**src/hw/rtl/mhef_pkg.sv**
```systemverilog
// Shared types, constants and codes of the mouse hotkey event filter.
`default_nettype none

package mhef_pkg;

   localparam int unsigned WHEEL_UNIT          = 120;
   localparam int unsigned QUEUE_DEPTH_DEFAULT = 2;
   localparam int unsigned CSR_ADDR_W          = 3;
   localparam int unsigned CSR_DATA_W          = 32;

   localparam logic [15:0] IDLE_MS_RESET   = 16'd500;
   localparam logic [15:0] REPEAT_MS_RESET = 16'd250;
   localparam logic [2:0]  MODS_MAX        = 3'd7;

   // floor(x / 120) == (x * RECIP_MULT) >> RECIP_SHIFT for every 16-bit x
   localparam logic [15:0] RECIP_MULT  = 16'd34953;
   localparam int unsigned RECIP_SHIFT = 22;
   localparam int unsigned QUOT_W      = $clog2((1 << 16) / WHEEL_UNIT + 1);

   localparam logic [15:0] MSG_LBUTTONDOWN   = 16'h0201;
   localparam logic [15:0] MSG_LBUTTONUP     = 16'h0202;
   localparam logic [15:0] MSG_LBUTTONDBLCLK = 16'h0203;
   localparam logic [15:0] MSG_RBUTTONDOWN   = 16'h0204;
   localparam logic [15:0] MSG_RBUTTONUP     = 16'h0205;
   localparam logic [15:0] MSG_RBUTTONDBLCLK = 16'h0206;
   localparam logic [15:0] MSG_MBUTTONDOWN   = 16'h0207;
   localparam logic [15:0] MSG_MBUTTONUP     = 16'h0208;
   localparam logic [15:0] MSG_MBUTTONDBLCLK = 16'h0209;
   localparam logic [15:0] MSG_MOUSEWHEEL    = 16'h020A;
   localparam logic [15:0] MSG_XBUTTONDOWN   = 16'h020B;
   localparam logic [15:0] MSG_XBUTTONUP     = 16'h020C;
   localparam logic [15:0] MSG_XBUTTONDBLCLK = 16'h020D;
   localparam logic [15:0] MSG_MOUSEHWHEEL   = 16'h020E;

   localparam logic [15:0] XBUTTON_1 = 16'd1;
   localparam logic [15:0] XBUTTON_2 = 16'd2;

   localparam logic [3:0] BTN_LEFT        = 4'd0;
   localparam logic [3:0] BTN_RIGHT       = 4'd1;
   localparam logic [3:0] BTN_MIDDLE      = 4'd2;
   localparam logic [3:0] BTN_X1          = 4'd3;
   localparam logic [3:0] BTN_X2          = 4'd4;
   localparam logic [3:0] BTN_WHEEL_UP    = 4'd5;
   localparam logic [3:0] BTN_WHEEL_DOWN  = 4'd6;
   localparam logic [3:0] BTN_WHEEL_LEFT  = 4'd7;
   localparam logic [3:0] BTN_WHEEL_RIGHT = 4'd8;

   typedef enum logic {
      CSR_WHEEL_IDLE   = 1'b0,
      CSR_WHEEL_REPEAT = 1'b1
   } csr_reg_type;

   typedef struct packed {
      logic [15:0] message;
      logic [15:0] data_high;
      logic        injected;
      logic [3:0]  modifiers;
      logic [31:0] now_ms;
   } req_data_type;

   typedef struct packed {
      logic       hit;
      logic [3:0] button;
      logic [2:0] mods_out;
   } rsp_data_type;

   typedef struct packed {
      logic        known;
      logic        is_wheel;
      logic [3:0]  button;
      logic        is_down;
      logic [3:0]  mods;
      logic        mag_big;
      logic [6:0]  mag_res;
      logic [31:0] now_ms;
   } event_type;

   typedef struct packed {
      logic [15:0] idle_ms;
      logic [15:0] repeat_ms;
   } cfg_type;

endpackage

`default_nettype wire

```
**src/hw/rtl/mhef_fifo.sv**
```systemverilog
// Small register queue with count, used between the front and back ends and at the output.
`default_nettype none

module mhef_fifo #(
   parameter int unsigned WIDTH = 8,
   parameter int unsigned DEPTH = 2
) (
   input  wire logic             clock,
   input  wire logic             reset,
   input  wire logic             wr_en,
   input  wire logic [WIDTH-1:0] wr_data,
   output logic                  full,
   input  wire logic             rd_en,
   output logic [WIDTH-1:0]      rd_data,
   output logic                  empty
);

   localparam int unsigned PW = (DEPTH > 1) ? $clog2(DEPTH) : 1;
   localparam int unsigned CW = $clog2(DEPTH + 1);

   logic [WIDTH-1:0] mem_ff [DEPTH];
   logic [PW-1:0]    wr_ptr_ff, wr_ptr_in;
   logic [PW-1:0]    rd_ptr_ff, rd_ptr_in;
   logic [CW-1:0]    cnt_ff, cnt_in;
   logic             do_wr, do_rd;

   assign do_wr   = wr_en && !full;
   assign do_rd   = rd_en && !empty;
   assign full    = (cnt_ff == CW'(DEPTH));
   assign empty   = (cnt_ff == '0);
   assign rd_data = mem_ff[rd_ptr_ff];

   always_comb begin
      wr_ptr_in = wr_ptr_ff;
      rd_ptr_in = rd_ptr_ff;
      cnt_in    = cnt_ff;
      if (do_wr) begin
         wr_ptr_in = (wr_ptr_ff == PW'(DEPTH - 1)) ? '0 : wr_ptr_ff + PW'(1);
      end
      if (do_rd) begin
         rd_ptr_in = (rd_ptr_ff == PW'(DEPTH - 1)) ? '0 : rd_ptr_ff + PW'(1);
      end
      if (do_wr && !do_rd) begin
         cnt_in = cnt_ff + CW'(1);
      end else if (do_rd && !do_wr) begin
         cnt_in = cnt_ff - CW'(1);
      end
   end

   always_ff @(posedge clock) begin
      if (reset) begin
         wr_ptr_ff <= '0;
         rd_ptr_ff <= '0;
         cnt_ff    <= '0;
      end else begin
         wr_ptr_ff <= wr_ptr_in;
         rd_ptr_ff <= rd_ptr_in;
         cnt_ff    <= cnt_in;
      end
   end

   always_ff @(posedge clock) begin
      if (do_wr) begin
         mem_ff[wr_ptr_ff] <= wr_data;
      end
   end

endmodule

`default_nettype wire

```
**src/hw/rtl/mhef_front.sv**
```systemverilog
// Front end: accepts mouse events, decodes them and reduces the wheel magnitude modulo 120.
`default_nettype none

module mhef_front
   import mhef_pkg::*;
(
   input  wire logic         clock,
   input  wire logic         reset,
   input  wire logic         push,
   output logic              full,
   input  wire req_data_type req_data,
   output logic              evt_push,
   output event_type         evt_data,
   input  wire logic         evt_full
);

   event_type         dec;
   logic [15:0]       mag;
   logic              recognized;
   logic              neg;
   logic [31:0]       prod;
   logic              load;

   logic              s1_valid_ff, s1_valid_in;
   event_type         s1_evt_ff;
   logic [15:0]       s1_mag_ff;
   logic [QUOT_W-1:0] s1_quot_ff;
   logic [15:0]       quot_times_unit;
   logic [15:0]       rem;

   always_comb begin
      recognized   = 1'b1;
      neg          = req_data.data_high[15];
      mag          = '0;
      dec          = '0;
      dec.mods     = req_data.modifiers;
      dec.now_ms   = req_data.now_ms;
      dec.is_down  = 1'b1;
      unique case (req_data.message) inside
         MSG_LBUTTONDOWN, MSG_LBUTTONDBLCLK: begin
            dec.button = BTN_LEFT;
         end
         MSG_LBUTTONUP: begin
            dec.button  = BTN_LEFT;
            dec.is_down = 1'b0;
         end
         MSG_RBUTTONDOWN, MSG_RBUTTONDBLCLK: begin
            dec.button = BTN_RIGHT;
         end
         MSG_RBUTTONUP: begin
            dec.button  = BTN_RIGHT;
            dec.is_down = 1'b0;
         end
         MSG_MBUTTONDOWN, MSG_MBUTTONDBLCLK: begin
            dec.button = BTN_MIDDLE;
         end
         MSG_MBUTTONUP: begin
            dec.button  = BTN_MIDDLE;
            dec.is_down = 1'b0;
         end
         MSG_XBUTTONDOWN, MSG_XBUTTONUP, MSG_XBUTTONDBLCLK: begin
            recognized  = (req_data.data_high == XBUTTON_1) ||
                          (req_data.data_high == XBUTTON_2);
            dec.button  = (req_data.data_high == XBUTTON_1) ? BTN_X1 : BTN_X2;
            dec.is_down = (req_data.message != MSG_XBUTTONUP);
         end
         MSG_MOUSEWHEEL: begin
            recognized   = (req_data.data_high != '0);
            dec.is_wheel = 1'b1;
            dec.button   = neg ? BTN_WHEEL_DOWN : BTN_WHEEL_UP;
            mag          = neg ? (~req_data.data_high + 16'd1) : req_data.data_high;
         end
         MSG_MOUSEHWHEEL: begin
            recognized   = (req_data.data_high != '0);
            dec.is_wheel = 1'b1;
            dec.button   = neg ? BTN_WHEEL_LEFT : BTN_WHEEL_RIGHT;
            mag          = neg ? (~req_data.data_high + 16'd1) : req_data.data_high;
         end
         default: begin
            recognized = 1'b0;
         end
      endcase
      dec.known = recognized && !req_data.injected;
   end

   assign prod = 32'(mag) * 32'(RECIP_MULT);

   assign full        = s1_valid_ff && evt_full;
   assign load        = !full;
   assign s1_valid_in = load ? push : s1_valid_ff;

   always_ff @(posedge clock) begin
      if (reset) begin
         s1_valid_ff <= 1'b0;
      end else begin
         s1_valid_ff <= s1_valid_in;
      end
   end

   always_ff @(posedge clock) begin
      if (load && push) begin
         s1_evt_ff  <= dec;
         s1_mag_ff  <= mag;
         s1_quot_ff <= QUOT_W'(prod >> RECIP_SHIFT);
      end
   end

   assign quot_times_unit = 16'(s1_quot_ff) * 16'(WHEEL_UNIT);
   assign rem             = s1_mag_ff - quot_times_unit;

   always_comb begin
      evt_data         = s1_evt_ff;
      evt_data.mag_big = (s1_mag_ff >= 16'(WHEEL_UNIT));
      evt_data.mag_res = rem[6:0];
   end

   assign evt_push = s1_valid_ff && !evt_full;

endmodule

`default_nettype wire

```
**src/hw/rtl/mhef_back.sv**
```systemverilog
// Back end: applies decoded events to the button and wheel state and builds one result each.
`default_nettype none

module mhef_back
   import mhef_pkg::*;
(
   input  wire logic      clock,
   input  wire logic      reset,
   input  wire cfg_type   cfg,
   input  wire logic      evt_empty,
   output logic           evt_pop,
   input  wire event_type evt_data,
   input  wire logic      rsp_full,
   output logic           rsp_push,
   output rsp_data_type   rsp_data
);

   logic [4:0]  held_ff, held_in;
   logic [7:0]  wheel_key_ff, wheel_key_in;
   logic [31:0] last_wheel_ff, last_wheel_in;
   logic [6:0]  accum_ff, accum_in;
   logic        trig_ff, trig_in;
   logic [31:0] last_trig_time_ff, last_trig_time_in;
   logic [7:0]  last_trig_key_ff, last_trig_key_in;

   logic [7:0]  key;
   logic [31:0] dt_wheel, dt_trig;
   logic        idle;
   logic [6:0]  acc_base;
   logic [7:0]  acc_sum;
   logic        wrap;
   logic        blocked;
   logic        repeated;
   logic        fire;
   logic        step;

   assign evt_pop  = !evt_empty && !rsp_full;
   assign rsp_push = evt_pop;
   assign step     = evt_pop && evt_data.known;

   assign key      = {evt_data.mods, evt_data.button};
   assign dt_wheel = evt_data.now_ms - last_wheel_ff;
   assign dt_trig  = evt_data.now_ms - last_trig_time_ff;
   assign idle     = dt_wheel > {16'd0, cfg.idle_ms};
   assign acc_base = ((key != wheel_key_ff) || idle) ? '0 : accum_ff;
   assign acc_sum  = {1'b0, acc_base} + {1'b0, evt_data.mag_res};
   assign wrap     = acc_sum >= 8'(WHEEL_UNIT);
   assign blocked  = trig_ff && (key == last_trig_key_ff) &&
                     (dt_trig < {16'd0, cfg.repeat_ms});
   assign repeated = held_ff[evt_data.button[2:0]];

   always_comb begin
      held_in           = held_ff;
      wheel_key_in      = wheel_key_ff;
      last_wheel_in     = last_wheel_ff;
      accum_in          = accum_ff;
      trig_in           = trig_ff;
      last_trig_time_in = last_trig_time_ff;
      last_trig_key_in  = last_trig_key_ff;
      fire              = 1'b0;
      if (step) begin
         if (evt_data.is_wheel) begin
            wheel_key_in  = key;
            last_wheel_in = evt_data.now_ms;
            accum_in      = wrap ? 7'(acc_sum - 8'(WHEEL_UNIT)) : acc_sum[6:0];
            if ((evt_data.mag_big || wrap) && !blocked) begin
               trig_in           = 1'b1;
               last_trig_time_in = evt_data.now_ms;
               last_trig_key_in  = key;
               fire              = 1'b1;
            end
         end else begin
            held_in[evt_data.button[2:0]] = evt_data.is_down;
            fire                          = evt_data.is_down && !repeated;
         end
      end
   end

   always_comb begin
      rsp_data = '0;
      if (fire && (evt_data.mods <= {1'b0, MODS_MAX})) begin
         rsp_data.hit      = 1'b1;
         rsp_data.button   = evt_data.button;
         rsp_data.mods_out = evt_data.mods[2:0];
      end
   end

   always_ff @(posedge clock) begin
      if (reset) begin
         held_ff           <= '0;
         wheel_key_ff      <= '0;
         last_wheel_ff     <= '0;
         accum_ff          <= '0;
         trig_ff           <= 1'b0;
         last_trig_time_ff <= '0;
         last_trig_key_ff  <= '0;
      end else begin
         held_ff           <= held_in;
         wheel_key_ff      <= wheel_key_in;
         last_wheel_ff     <= last_wheel_in;
         accum_ff          <= accum_in;
         trig_ff           <= trig_in;
         last_trig_time_ff <= last_trig_time_in;
         last_trig_key_ff  <= last_trig_key_in;
      end
   end

endmodule

`default_nettype wire

```
**src/hw/rtl/mouse_hotkey_event_filter_core.sv**
```systemverilog
// Mouse hotkey event filter: top level with register port, front end, event queue, back end.
// Takes one mouse event beat per clock while full is low and returns exactly one result beat
// per event, in order. Sustained rate is one beat per clock while results are popped; each
// result passes the decode stage register, the event queue, the back end state update and the
// result queue. The back end state update sets the rate. Injected, unknown and malformed
// events still return a result with hit low. Registers: wheel_idle_ms at byte 0,
// wheel_repeat_ms at byte 4, 16 bits each; write them only while no event is in flight.
`default_nettype none

module mouse_hotkey_event_filter_core
   import mhef_pkg::*;
#(
   parameter int unsigned EVT_QUEUE_DEPTH = QUEUE_DEPTH_DEFAULT,
   parameter int unsigned RSP_QUEUE_DEPTH = QUEUE_DEPTH_DEFAULT
) (
   input  wire logic                  clock,
   input  wire logic                  reset,
   input  wire logic                  push,
   output logic                       full,
   input  wire req_data_type          req_data,
   output logic                       empty,
   input  wire logic                  pop,
   output rsp_data_type               rsp_data,
   input  wire logic                  psel,
   input  wire logic                  penable,
   input  wire logic                  pwrite,
   input  wire logic [CSR_ADDR_W-1:0] paddr,
   input  wire logic [CSR_DATA_W-1:0] pwdata,
   output logic [CSR_DATA_W-1:0]      prdata,
   output logic                       pready
);

   cfg_type      cfg_ff, cfg_in;
   csr_reg_type  csr_sel;
   logic         csr_wr;

   logic         fe_push;
   event_type    fe_data;
   logic         evq_full;
   logic         evq_empty;
   logic         evq_pop;
   event_type    evq_data;
   logic         be_push;
   rsp_data_type be_data;
   logic         rspq_full;

   assign pready  = 1'b1;
   assign csr_sel = csr_reg_type'(paddr[2]);
   assign csr_wr  = psel && penable && pwrite && pready;

   always_comb begin
      cfg_in = cfg_ff;
      prdata = '0;
      unique case (csr_sel)
         CSR_WHEEL_IDLE: begin
            prdata = CSR_DATA_W'(cfg_ff.idle_ms);
            if (csr_wr) begin
               cfg_in.idle_ms = pwdata[15:0];
            end
         end
         CSR_WHEEL_REPEAT: begin
            prdata = CSR_DATA_W'(cfg_ff.repeat_ms);
            if (csr_wr) begin
               cfg_in.repeat_ms = pwdata[15:0];
            end
         end
         default: begin
            prdata = '0;
         end
      endcase
   end

   always_ff @(posedge clock) begin
      if (reset) begin
         cfg_ff.idle_ms   <= IDLE_MS_RESET;
         cfg_ff.repeat_ms <= REPEAT_MS_RESET;
      end else begin
         cfg_ff <= cfg_in;
      end
   end

   mhef_front u_front (
      .clock    (clock),
      .reset    (reset),
      .push     (push),
      .full     (full),
      .req_data (req_data),
      .evt_push (fe_push),
      .evt_data (fe_data),
      .evt_full (evq_full)
   );

   mhef_fifo #(
      .WIDTH ($bits(event_type)),
      .DEPTH (EVT_QUEUE_DEPTH)
   ) u_evt_queue (
      .clock   (clock),
      .reset   (reset),
      .wr_en   (fe_push),
      .wr_data (fe_data),
      .full    (evq_full),
      .rd_en   (evq_pop),
      .rd_data (evq_data),
      .empty   (evq_empty)
   );

   mhef_back u_back (
      .clock     (clock),
      .reset     (reset),
      .cfg       (cfg_ff),
      .evt_empty (evq_empty),
      .evt_pop   (evq_pop),
      .evt_data  (evq_data),
      .rsp_full  (rspq_full),
      .rsp_push  (be_push),
      .rsp_data  (be_data)
   );

   mhef_fifo #(
      .WIDTH ($bits(rsp_data_type)),
      .DEPTH (RSP_QUEUE_DEPTH)
   ) u_rsp_queue (
      .clock   (clock),
      .reset   (reset),
      .wr_en   (be_push),
      .wr_data (be_data),
      .full    (rspq_full),
      .rd_en   (pop),
      .rd_data (rsp_data),
      .empty   (empty)
   );

endmodule

`default_nettype wire

```
**config.mk**
```make
export PLATFORM = sky130hd
export DESIGN_NAME = mouse_hotkey_event_filter_core
export DESIGN_NICKNAME = d
export VERILOG_FILES = /design/src/hw/rtl/mhef_pkg.sv /design/src/hw/rtl/mhef_fifo.sv /design/src/hw/rtl/mhef_front.sv /design/src/hw/rtl/mhef_back.sv /design/src/hw/rtl/mouse_hotkey_event_filter_core.sv
export SDC_FILE = /design/constraint.sdc
export NUM_CORES = 1
export LEC_CHECK = 0
export BUFFER_PORTS_ARGS = -buffer_cell sky130_fd_sc_hd__clkbuf_2
export CAP_MARGIN = 20
export CORE_AREA = 2 2 227 229
export DETAILED_ROUTE_END_ITERATION = 6
export DIE_AREA = 0 0 229 231
export PLACE_DENSITY_LB_ADDON = 0.05
export SLEW_MARGIN = 5
export SYNTH_ARGS = -nofsm -noshare
export SYNTH_HDL_FRONTEND = slang
export SYNTH_SLANG_ARGS = --single-unit
export TNS_END_PERCENT = 10
```
**constraint.sdc**
```tcl
create_clock -name clock -period 23.4 [get_ports clock]
set_clock_uncertainty 0.2 [all_clocks]
set_input_delay 2.34 -clock clock [delete_from_list [all_inputs] [get_ports clock]]
set_output_delay 2.34 -clock clock [all_outputs]
set_load 0.02 [all_outputs]
```
# [Word-level counts from Yosys, hierarchy flattened]
# Memories as Yosys holds them, arrays and structs flattened. A register that Yosys moved wholly into a read port is not among the register bits.
# Cells that the tools add are included.
[word_totals] ff_bits=203 latchBits=0 ram_bits=118 romBits=0 input_bits=111 out_inout_bits=43 elab_cells=163 n_memories=2
[classes] n_addsub=14 multipliers=2 div=0 magnitude_cmp=7 n_eq_ne=21 shifts=0 mux=37 bitwise=3 reduce_logical=53
[memory_table] name="u_evt_queue.mem_ff" depth=2 word_bits=51 read_ports=1 rd_ports_with_merged_regs=1 write_ports=1 line="mhef_fifo.sv:21" text="logic [WIDTH-1:0] mem_ff [DEPTH];"
[memory_table] name="u_rsp_queue.mem_ff" depth=2 word_bits=8 read_ports=1 rd_ports_with_merged_regs=1 write_ports=1 line="mhef_fifo.sv:21"
[ops] cell="16-bit by 10-bit == test with 1-bit output (second input constant)" count=14
[ops] cell="32-bit case mux with 2 select lines" count=1
[ops] cell="32-bit subtractor" count=2
[ops] cell="32-bit by 16-bit > comparator with 1-bit output" count=1
[ops] cell="32-bit by 16-bit less-than comparator with 1-bit output" count=1
[ops] cell="16-bit by 16-bit multiplier with 32-bit output (second input constant)" count=1
[ops] cell="16-bit two-way mux" count=2
[ops] cell="1-bit logical AND" count=22
[ops] cell="4-bit case mux with 5 select lines" count=1
[ops] cell="1-bit two-way mux" count=18
[ops] cell="16-bit by 1-bit adder with 16-bit output (second input constant)" count=1
[ops] cell="16-bit by 1-bit == test with 1-bit output (second input constant)" count=1
[ops] cell="16-bit by 2-bit == test with 1-bit output (second input constant)" count=1
[ops] cell="16-bit by 7-bit greater-or-equal comparator with 1-bit output (second input constant)" count=1
[ops] cell="16-bit by 10-bit != test with 1-bit output (second input constant)" count=1
[ops] cell="16-bit inverter" count=1
[ops] cell="16-bit nonzero test" count=1
[ops] cell="7-bit two-way mux" count=2
[ops] cell="1-bit zero test" count=12
[ops] cell="3-bit OR reduction" count=4
[ops] cell="10-bit by 4-bit multiplier with 4-bit output (second input constant)" count=1
[ops] cell="2-bit two-way mux" count=5
[ops] cell="9-bit OR reduction" count=1
[ops] cell="7-bit by 7-bit adder with 8-bit output" count=1
[ops] cell="27 further kinds" count=41

# [Logic depth before layout (Yosys ltp)]
# Gate-level depths: netlist of the first run.
[depth] word_depth=13 depth_mapped=40

# [Hierarchy]
# Synthesis of the first run repeated with hierarchy kept, for this count alone.
[unflattened] cells_unflattened=2126 hier_area_um2=20742.4
[by_module_without_submodules] mod="mhef_back" instances=1 cells_per_inst=1306 area_per_inst_um2=9570.4
[by_module_without_submodules] mod="mhef_front" instances=1 cells_per_inst=422 area_per_inst_um2=4815.9
[by_module_without_submodules] mod="mhef_fifo (u_evt_queue)" instances=1 cells_per_inst=184 area_per_inst_um2=3885.0
[by_module_without_submodules] mod="mouse_hotkey_event_filter_core" instances=1 cells_per_inst=164 area_per_inst_um2=1677.9
[by_module_without_submodules] mod="mhef_fifo (u_rsp_queue)" instances=1 cells_per_inst=50 area_per_inst_um2=793.3

# [Least setup slack after synthesis of the first run]
# OpenSTA, ideal clock, no wires.
[synth_timing] path_kind="register -> register" from="reg with a tool-made name" to="reg u_back.last_trig_key_ff[4]" setup_ns=0.121 arrival_time_ns=8.200 path_slack_ns=14.879 path_stages_with_launch=40 n_path_buf=7 period_less_slack_ns=8.521 path_cell_list="dfxtp_1 -> clkbuf_1 -> buf_2 -> clkbuf_1 -> clkbuf_1 -> clkbuf_1 -> mux2i_1 -> inv_1 -> ha_1 -> nor2b_1 -> o21ai_0 -> a21oi_1 -> or3_1 -> a21oi_1 -> nor2b_1 -> o21ai_0 -> a21oi_1 -> ha_1 -> (+4 left out) -> a21oi_1 -> o2111ai_1 -> nor4_1 -> nand3_1 -> nor4_1 -> ha_1 -> a21o_1 -> a21oi_1 -> o21bai_1 -> a21oi_1 -> xnor2_1 -> nand3_1 -> o21ai_0 -> o21a_1 -> o21a_1 -> buf_6 -> buf_6 -> mux2_4"
[synth_lines] element="end signal, assigned" line="mhef_back.sv:104" text="last_trig_key_ff <= last_trig_key_in;"
[synth_lines] element="end, declared" line="mhef_back.sv:24" text="logic [7:0] last_trig_key_ff, last_trig_key_in;"

==> qor.txt, run 1 <==
Core Rows - 83
Cell Count, Final, Fillers Out - 2,857
first-pass GRT wire length - 77,890 um
status - finished, final reports clean
Final nets - 2,466
Overall Power - 2.200 mW
leakage - 9.228 nW
port bufs - 118
slowest stage delay, CP - 0.67 ns
Core Util, Final - 0.4399
sum of negative setup slack - 0 ns
final instance area - 0.02230 sq mm
CP Max Fanout - 45
r2r setup slk - 13.44 ns
Hold Startpoint - u_front.evt_data[31]
Main synth FF type - edfxtp_1
area grow syn2layout - 11.86%
Initial DRT Pass Iterations - 7
Synth top area share - 0.2727
Vias/cell - 5.080
io pins - 154
RSZ-0062 raised after global routing - false
average size of a mapped cell - 9.685 sq um
Hold WS - 0.2422 ns
Ys Warns - 0
post-route minimum period - 9.958 ns
Cell Area, Synth - 0.01993 sq mm
WHS Path Cells - 0
Peak Freq - 100.4 MHz
initial drt markers - 622
Critical path buffers and inverters - 3
ANT nets after route - 0
EDFF count, synth - 181
Synth area leader - edfxtp_1
critical path's top delay family - compound AO/OA/AOI/OAI gates
Final period util - 0.4256
Clock Sinks - 317
main area contributors after synthesis - edfxtp_1 (27%), dfxtp_1 (14%), ha_1 (12%)
Max-Cap Viols - 0
pre-CTS WS - 13.35 ns
Critical Path End Type - flip-flop
Die Height - 231 um
global placement routability congestion - 0.8747
Pins Over Slew Limit - 0
CTS tree - built
vias in the first global route - 14,650
Mapped Cells - 2,058
vias post-DR - 14,510
WL/cell - 16.97 um
Global Route Usage Sum - 0.1844
Horiz. Die Dim - 229 um
sink of the worst hold path - u_evt_queue.mem_ff[0][31]
hold buffer count at cts - 0
detailed-placement wirelength estimate - 37,010 um
post-CTS setup buffer count - 0
type of origin of the critical path - flip-flop
number of gates resized after cts - 0
Worst R2R End - u_back.last_trig_time_ff[3]
Synth async-reset ratio - 0
DRC viols - 0
initial antenna violation count - 0
largest net degree at the start of global routing - 94
worst skew pair latency - 0.56 ns
Clock Tree Root - clkbuf_16
Max stage delay cell, worst path - buf_4
R2R cell count - 31
CTS H-tree lvls - 2
die outline area - 0.05290 sq mm
final count of hold timing violations - 0
FF+latch count, synth - 317
worst hold-check path type - flip-flop to flip-flop
clock-pin slew on the worst setup and hold paths - 0.06 ns
Num CTS Buffers - 37
CTS Buffer Depth - 3
layout cells sized above 1 - 0.1273
Worst-Margin Slew - 0.9455 ns
slew margin rel. - 0.3630
Routed WL - 48,500 um
Data arrival, critical path - 10.20 ns
sequential area share after synthesis - 0.4093
Power Density - 98.70 mW/mm^2
Crit path top cell by count - a21oi_1
worst path required time - 23.64 ns
Fillers - 5,025
crit path kind - flip-flop to flip-flop
Initial Util - 0.3933
# setup viols final - 0
Post-Place Cells - 2,788
Placed Instance Area - 0.02107 sq mm
setup ws final - 13.44 ns
total grt overflow - 0
worst vdd ir - 0.00004383 V
Core ar. - 0.05068 sq mm
Cell variety after synth - 78
## cell families after synthesis
kind of cell | synth area share
adders and majority gates | 0.1392
muxes | 0.07433
AOI/OAI and AO/OA | 0.1378
and+or+nand+nor | 0.1305
other | 0.0003768
buffers and inverters | 0.06673
xor gates and xnor gates | 0.04175
DFF | 0.4093
## placed cells by master, fill, tap and decap left out, drive strengths merged, types with 23 or more instances in the layout
master,count
mux2i,58
nor2b,28
inv,227
xor2,36
xnor2,59
nand3,32
a21o,42
nor3,30
edfxtp,181
ha,185
o21ai,89
nand2,129
nand4,31
nor2,236
a211oi,56
a21oi,128
mux2,68
dfxtp,136
fa,23
clkbuf,162
## layer usage
| metal | routed length, um | track usage | up-vias | part of all wire |
|---|---|---|---|---|
| met4 | 1372 | 0.06067 | 0 | 0.028 |
| met5 | 0 | 0 | - | 0 |
| met1 | 21520 | 0.2295 | 6794 | 0.44 |
| li1 | - | - | 7403 | - |
| met3 | 1564 | 0.02569 | 73 | 0.032 |
| met2 | 24040 | 0.3280 | 243 | 0.50 |
## worst max path at each step
stage / endpoint / start / cells after the start
finish: u_back.last_trig_time_ff[3] / flip-flop / 31
global route: u_back.last_trig_time_ff[3] / flip-flop / 31
CTS: u_back.last_trig_time_ff[3] / flip-flop / 31
detailed placement: u_back.last_trig_time_ff[3] / flip-flop / 31
global placement: u_back.last_trig_time_ff[1] / flip-flop / 32
floorplan: u_back.last_trig_key_ff[4] / flip-flop / 39
## synthesized netlist by cell type, types with 17 or more instances
| library cell | number |
|---|---|
| mux2_4 | 35 |
| mux2i_1 | 57 |
| buf_4 | 17 |
| nor3_1 | 30 |
| clkbuf_1 | 61 |
| nand4_1 | 31 |
| mux2_2 | 33 |
| fa_1 | 23 |
| a21oi_1 | 127 |
| nand3_1 | 32 |
| dfxtp_1 | 136 |
| xor2_1 | 36 |
| nor4_1 | 17 |
| edfxtp_1 | 181 |
| nand2_1 | 129 |
| ha_1 | 185 |
| o21ai_0 | 88 |
| a211oi_1 | 55 |
| nor2_1 | 236 |
| xnor2_1 | 59 |
| inv_1 | 223 |
| a21o_1 | 42 |
| nor2b_1 | 28 |
## layout make-up
class / instances / area [sq um] / share of cell area
clock buffer: 45 / 975.9 / 0.04377
clock inverter: 23 / 244.0 / 0.01094
antenna: 1 / 2.502 / 0.0001122
tap: 680 / 850.8 / 0.03816
inverter: 223 / 837.1 / 0.03754
timing repair buffer: 131 / 694.4 / 0.03115
multi-input combinational: 1437 / 10530 / 0.4722
sequential: 317 / 8162 / 0.3661
## registers in the layout, summed over array words and instances (netlist names), 7 cells and up, named ones only
name                      flops
cfg_ff                       32
u_back.last_trig_key_ff       8
u_back.accum_ff               7
u_front.evt_data             43
u_front.s1_mag_ff            16
u_back.wheel_key_ff           8
u_rsp_queue.mem_ff           16
u_back.last_trig_time_ff     32
u_evt_queue.mem_ff          102
u_back.last_wheel_ff         32
## where the power goes
part | internal [mW] | switching (mW) | leakage, nW
Combinational | 0.355 | 0.568 | 5.82
Clock | 0.345 | 0.236 | 0.595
Sequential | 0.665 | 0.0310 | 2.81
## worst register-to-register path: cells and delay by family, from the launching register on
| kind | cells | cell delay, ns |
|---|---|---|
| AO/OA/AOI/OAI | 15 | 3.61 |
| XOR/XNOR | 2 | 0.44 |
| adder cells (fa/ha/maj) | 3 | 1.01 |
| buffers and inverters | 3 | 1.28 |
| flip-flops | 1 | 0.48 |
| multiplexers | 2 | 0.97 |
| AND/OR/NAND/NOR | 6 | 1.85 |
Power figures use the tool's default switching activity.
==> run 2, diff against run 1 <==
--- a/config.mk
+++ b/config.mk
@@ -5,11 +5,12 @@
 export SDC_FILE = /design/constraint.sdc
 export NUM_CORES = 1
 export LEC_CHECK = 0
+export ABC_AREA = 1
 export BUFFER_PORTS_ARGS = -buffer_cell sky130_fd_sc_hd__clkbuf_2
 export CAP_MARGIN = 20
-export CORE_AREA = 2 2 227 229
+export CORE_AREA = 2 2 231 233
 export DETAILED_ROUTE_END_ITERATION = 6
-export DIE_AREA = 0 0 229 231
+export DIE_AREA = 0 0 233 235
 export PLACE_DENSITY_LB_ADDON = 0.05
 export SLEW_MARGIN = 5
 export SYNTH_ARGS = -nofsm -noshare
==> constraint.sdc (replaced) <==
create_clock -name clock -period 9.1 [get_ports clock]
set_clock_uncertainty 0.2 [all_clocks]
set_input_delay 0.91 -clock clock [delete_from_list [all_inputs] [get_ports clock]]
set_output_delay 0.91 -clock clock [all_outputs]
set_load 0.02 [all_outputs]
==> run 2 against run 1 <==
Compared with the run above:
- total power grew to 3.1 times the previous value
- count of clock-buffer cells in the layout grew 4
- register-to-register slack lost 12 ns
- cell count grew 20%
- die area grew 3.5%
- global-route usage grew 1.6 points
- combinational power grew to 3.7 times the previous value
- sequential cell count is the same
- via count grew 16%
- synthesized cell count grew 26%
- critical path type unchanged
==> qor.txt, run 2 <==
commonest non-fill, non-tap cell in the layout - nand2_1
Max-Cap Viols - 0 (unchanged)
initial drt markers - 993 (+60%)
Synth top area share - 0.2636 (-0.009085)
CTS Buffer Depth - 3 (unchanged)
sum of negative setup slack - 0 ns (unchanged)
ant diodes - 0 (-1)
most frequent cells in the layout - nand2_1 (526), inv_1 (413), a21oi_1 (251), nor2_1 (214), ha_1 (185)
post-CTS setup buffer count - 0 (unchanged)
WHS Path Cells - 0 (unchanged)
Compound-Gate Fraction of Synth Area - 0.1210 (-0.01679)
hold buffer count at cts - 0 (unchanged)
worst skew pair latency - 0.56 ns (about the same)
Initial DRT Pass Iterations - 5 (-2)
R2R cell count - 40 (+29%)
type of origin of the critical path - flip-flop
Synth area leader - edfxtp_1
leakage - 10.51 nW (+14%)
Top Registers - u_evt_queue.mem_ff: 102 flops, u_front.evt_data: 43 flops
Clock Sinks - 317 (unchanged)
Crit path top cell by count - nand2_1
Worst R2R End - u_rsp_queue.mem_ff[0][3]
Data arrival, critical path - 7.82 ns (-2.38 ns)
Cell variety after synth - 57 (-27%)
Global Route Usage Sum - 0.2005 (+0.01614)
Synth async-reset ratio - 0 (unchanged)
CP Max Fanout - 41 (-8.9%)
io pins - 154 (unchanged)
critical path's top delay family - simple AND/OR/NAND/NOR gates
crit path kind - flip-flop to flip-flop
Critical Path End Type - flip-flop
sink of the worst hold path - u_evt_queue.mem_ff[0][43]
Num CTS Buffers - 38 (+2.7%)
Synth Area in Adders - 0.1346 (-0.004639)
max reg flops - 102 (unchanged)
largest net degree at the start of global routing - 95 (+1.1%)
Core Util, Final - 0.4420 (+0.002077)
mux contribution to synthesized area - 0.006797 (-0.06753)
internal power - 3.844 mW (+180%)
Comb pwr share - 0.504 (+0.084)
met1 Use GR - 0.2868 (+0.05728)
Critical path buffers and inverters - 5 (+2)
EDFF count, synth - 181 (unchanged)
Ys Warns - 0 (unchanged)
number of gates resized after cts - 0 (unchanged)
M3 GR Usage - 0.02342 (-0.002269)
DRC viols - 0 (unchanged)
Sw Ratio - 0.4388 (+0.05917)
final count of hold timing violations - 0 (unchanged)
Hold Startpoint - u_front.evt_data[43]
die outline area - 0.05476 sq mm (+3.5%)
worst hold-check path type - flip-flop to flip-flop
CTS tree - built
power share of the sequential group - 0.266 (-0.050)
Main synth FF type - edfxtp_1
# setup viols final - 0 (unchanged)
worst vdd ir - 0.0001205 V (+170%)
Max stage delay cell, worst path - or2_2
count leader, synth - nand2_1
setup ws final - 1.449 ns (-11.99 ns)
Most flops, register - u_evt_queue.mem_ff
port bufs - 118 (unchanged)
Core ar. - 0.05224 sq mm (+3.1%)
status - finished, final reports clean
Routed WL - 54,780 um (+13%)
Power Density - 296.7 mW/mm^2 (+200%)
global placement routability congestion - 0.9021 (+3.1%)
Die Height - 235 um (+1.7%)
Initial Util - 0.3947 (+0.001431)
XOR/XNOR share of the synthesized area - 0.03101 (-0.01074)
r2r setup slk - 1.45 ns (-11.99 ns)
global routing usage on met2 - 0.3239 (-0.004167)
Worst-Margin Slew - 0.9980 ns (+0.05243 ns)
ANT nets after route - 0 (unchanged)
synth cell count leaders - nand2_1 (526), inv_1 (414), a21oi_1 (251)
Placed Instance Area - 0.02180 sq mm (+3.5%)
WL/cell - 16.04 um (-5.5%)
largest family of logic cells by synthesized area - simple AND/OR/NAND/NOR gates
post-route minimum period - 7.651 ns (-2.307 ns)
Overall Power - 6.850 mW (+210%)
first-pass GRT wire length - 86,880 um (+12%)
clock-pin slew on the worst setup and hold paths - 0.06 ns (about the same)
FF+latch count, synth - 317 (unchanged)
CTS H-tree lvls - 2 (unchanged)
Net Sw Power - 3.006 mW (+260%)
Cell Area, Synth - 0.02062 sq mm (+3.4%)
slew margin rel. - 0.3347 (-0.02829)
average size of a mapped cell - 7.952 sq um (-18%)
Horiz. Die Dim - 233 um (+1.7%)
Pins Over Slew Limit - 0 (unchanged)
pre-CTS WS - 1.341 ns (-12.00 ns)
Fillers - 5,291 (+5.3%)
main area contributors after synthesis - edfxtp_1 (26%), dfxtp_1 (13%), ha_1 (11%)
slowest stage delay, CP - 0.38 ns (-0.29 ns)
final instance area - 0.02309 sq mm (+3.6%)
sequential area share after synthesis - 0.3957 (-0.01364)
vias post-DR - 16,830 (+16%)
Clock Tree Root - clkbuf_16
Peak Freq - 130.7 MHz (+30%)
Post-Synth Simple-Gate Area - 0.2114 (+0.08085)
Final period util - 0.8408 (+0.4152)
layout cells sized above 1 - 0.09861 (-0.02869)
detailed-placement wirelength estimate - 43,140 um (+17%)
Mapped Cells - 2,593 (+26%)
gr busiest metal - met2
total grt overflow - 0 (unchanged)
worst path required time - 9.27 ns (-14.37 ns)
Clock power frac - 0.229 (-0.035)
Core Rows - 84 (+1.2%)
initial antenna violation count - 1 (+1)
vias in the first global route - 16,140 (+10%)
Vias/cell - 4.927 (-3.0%)
RSZ-0062 raised after global routing - false
Final nets - 3,020 (+22%)
area grow syn2layout - 11.98%
==> run 2: changes by cell type after synthesis, moves of 45 or more <==
| cell | change |
|---|---|
| o21ai_0 | +84 |
| nand3_1 | +84 |
| a211oi_1 | -53 |
| nand2_1 | +397 |
| xnor2_1 | -45 |
| a21oi_1 | +124 |
| inv_1 | +191 |
| mux2i_1 | -52 |
==> run 2: worst max path at each step <==
stage	cells past startpoint	slack, ns	to
2_1_floorplan	42	3.18	u_back.last_trig_time_ff[31]
3_3_place_gp	40	1.44	u_back.last_trig_time_ff[24]
3_5_place_dp	40	1.34	u_rsp_queue.mem_ff[0][3]
4_1_cts	40	1.33	u_rsp_queue.mem_ff[0][3]
5_1_grt	43	0.74	u_back.last_trig_time_ff[31]
6_report	40	1.45	u_rsp_queue.mem_ff[0][3]
==> run 2: kinds of logic (layout without fill, tap and decap cells) <==
kind of cell,Yosys count,after routing
DFF,317,317
buffers and inverters,501,621
adders and majority gates,208,208
muxes,13,13
AOI/OAI and AO/OA,472,472
other,2,17
xor gates and xnor gates,73,73
and+or+nand+nor,1007,1007
==> run 2: power by group through the flow <==
| stage | clock network (mW) | registers (mW) | logic (mW) |
|---|---|---|---|
| after floorplan | 0 | 1.83 | 2.48 |
| after global placement | 0 | 1.85 | 3.42 |
| after detailed placement | 0 | 1.85 | 3.45 |
| after CTS | 1.62 | 1.82 | 3.46 |
| after global routing | 1.68 | 1.84 | 3.92 |
| final | 1.57 | 1.82 | 3.45 |
==> run 2: metal layers <==
metal | wire (um) | part of all wire
met2 | 24380 | 0.45
met5 | 0 | 0
met1 | 27300 | 0.50
met3 | 2052 | 0.037
met4 | 1044 | 0.019
==> run 2: final cells by class <==
cell class                 count  area [sq um]  share of cell area
clock buffer                  49          1022             0.04427
multi-input combinational   1790         10490              0.4545
timing repair buffer         131         700.7             0.03035
sequential                   317          8159              0.3534
clock inverter                18         264.0             0.01143
tap                          688         860.8             0.03728
inverter                     423          1588             0.06877
==> run 2: worst reg2reg max path: cells and delay by family, from the launching register on <==
kind	cells	cell delay [ns]
fa+ha+maj	4	1.09
simple gates	24	3.25
xor+xnor	2	0.58
buf+inv	5	1.01
flops	1	0.33
compound gates	5	1.03
==> run 2: per-stage QoR <==
step | std cells | hold slack, ns
floorplan | 2608 | 0.2215
global placement | 3349 | 0.2238
global route | 3416 | 0.2489
detailed placement | 3349 | 0.2304
finish | 3416 | 0.2349
CTS | 3416 | 0.2413
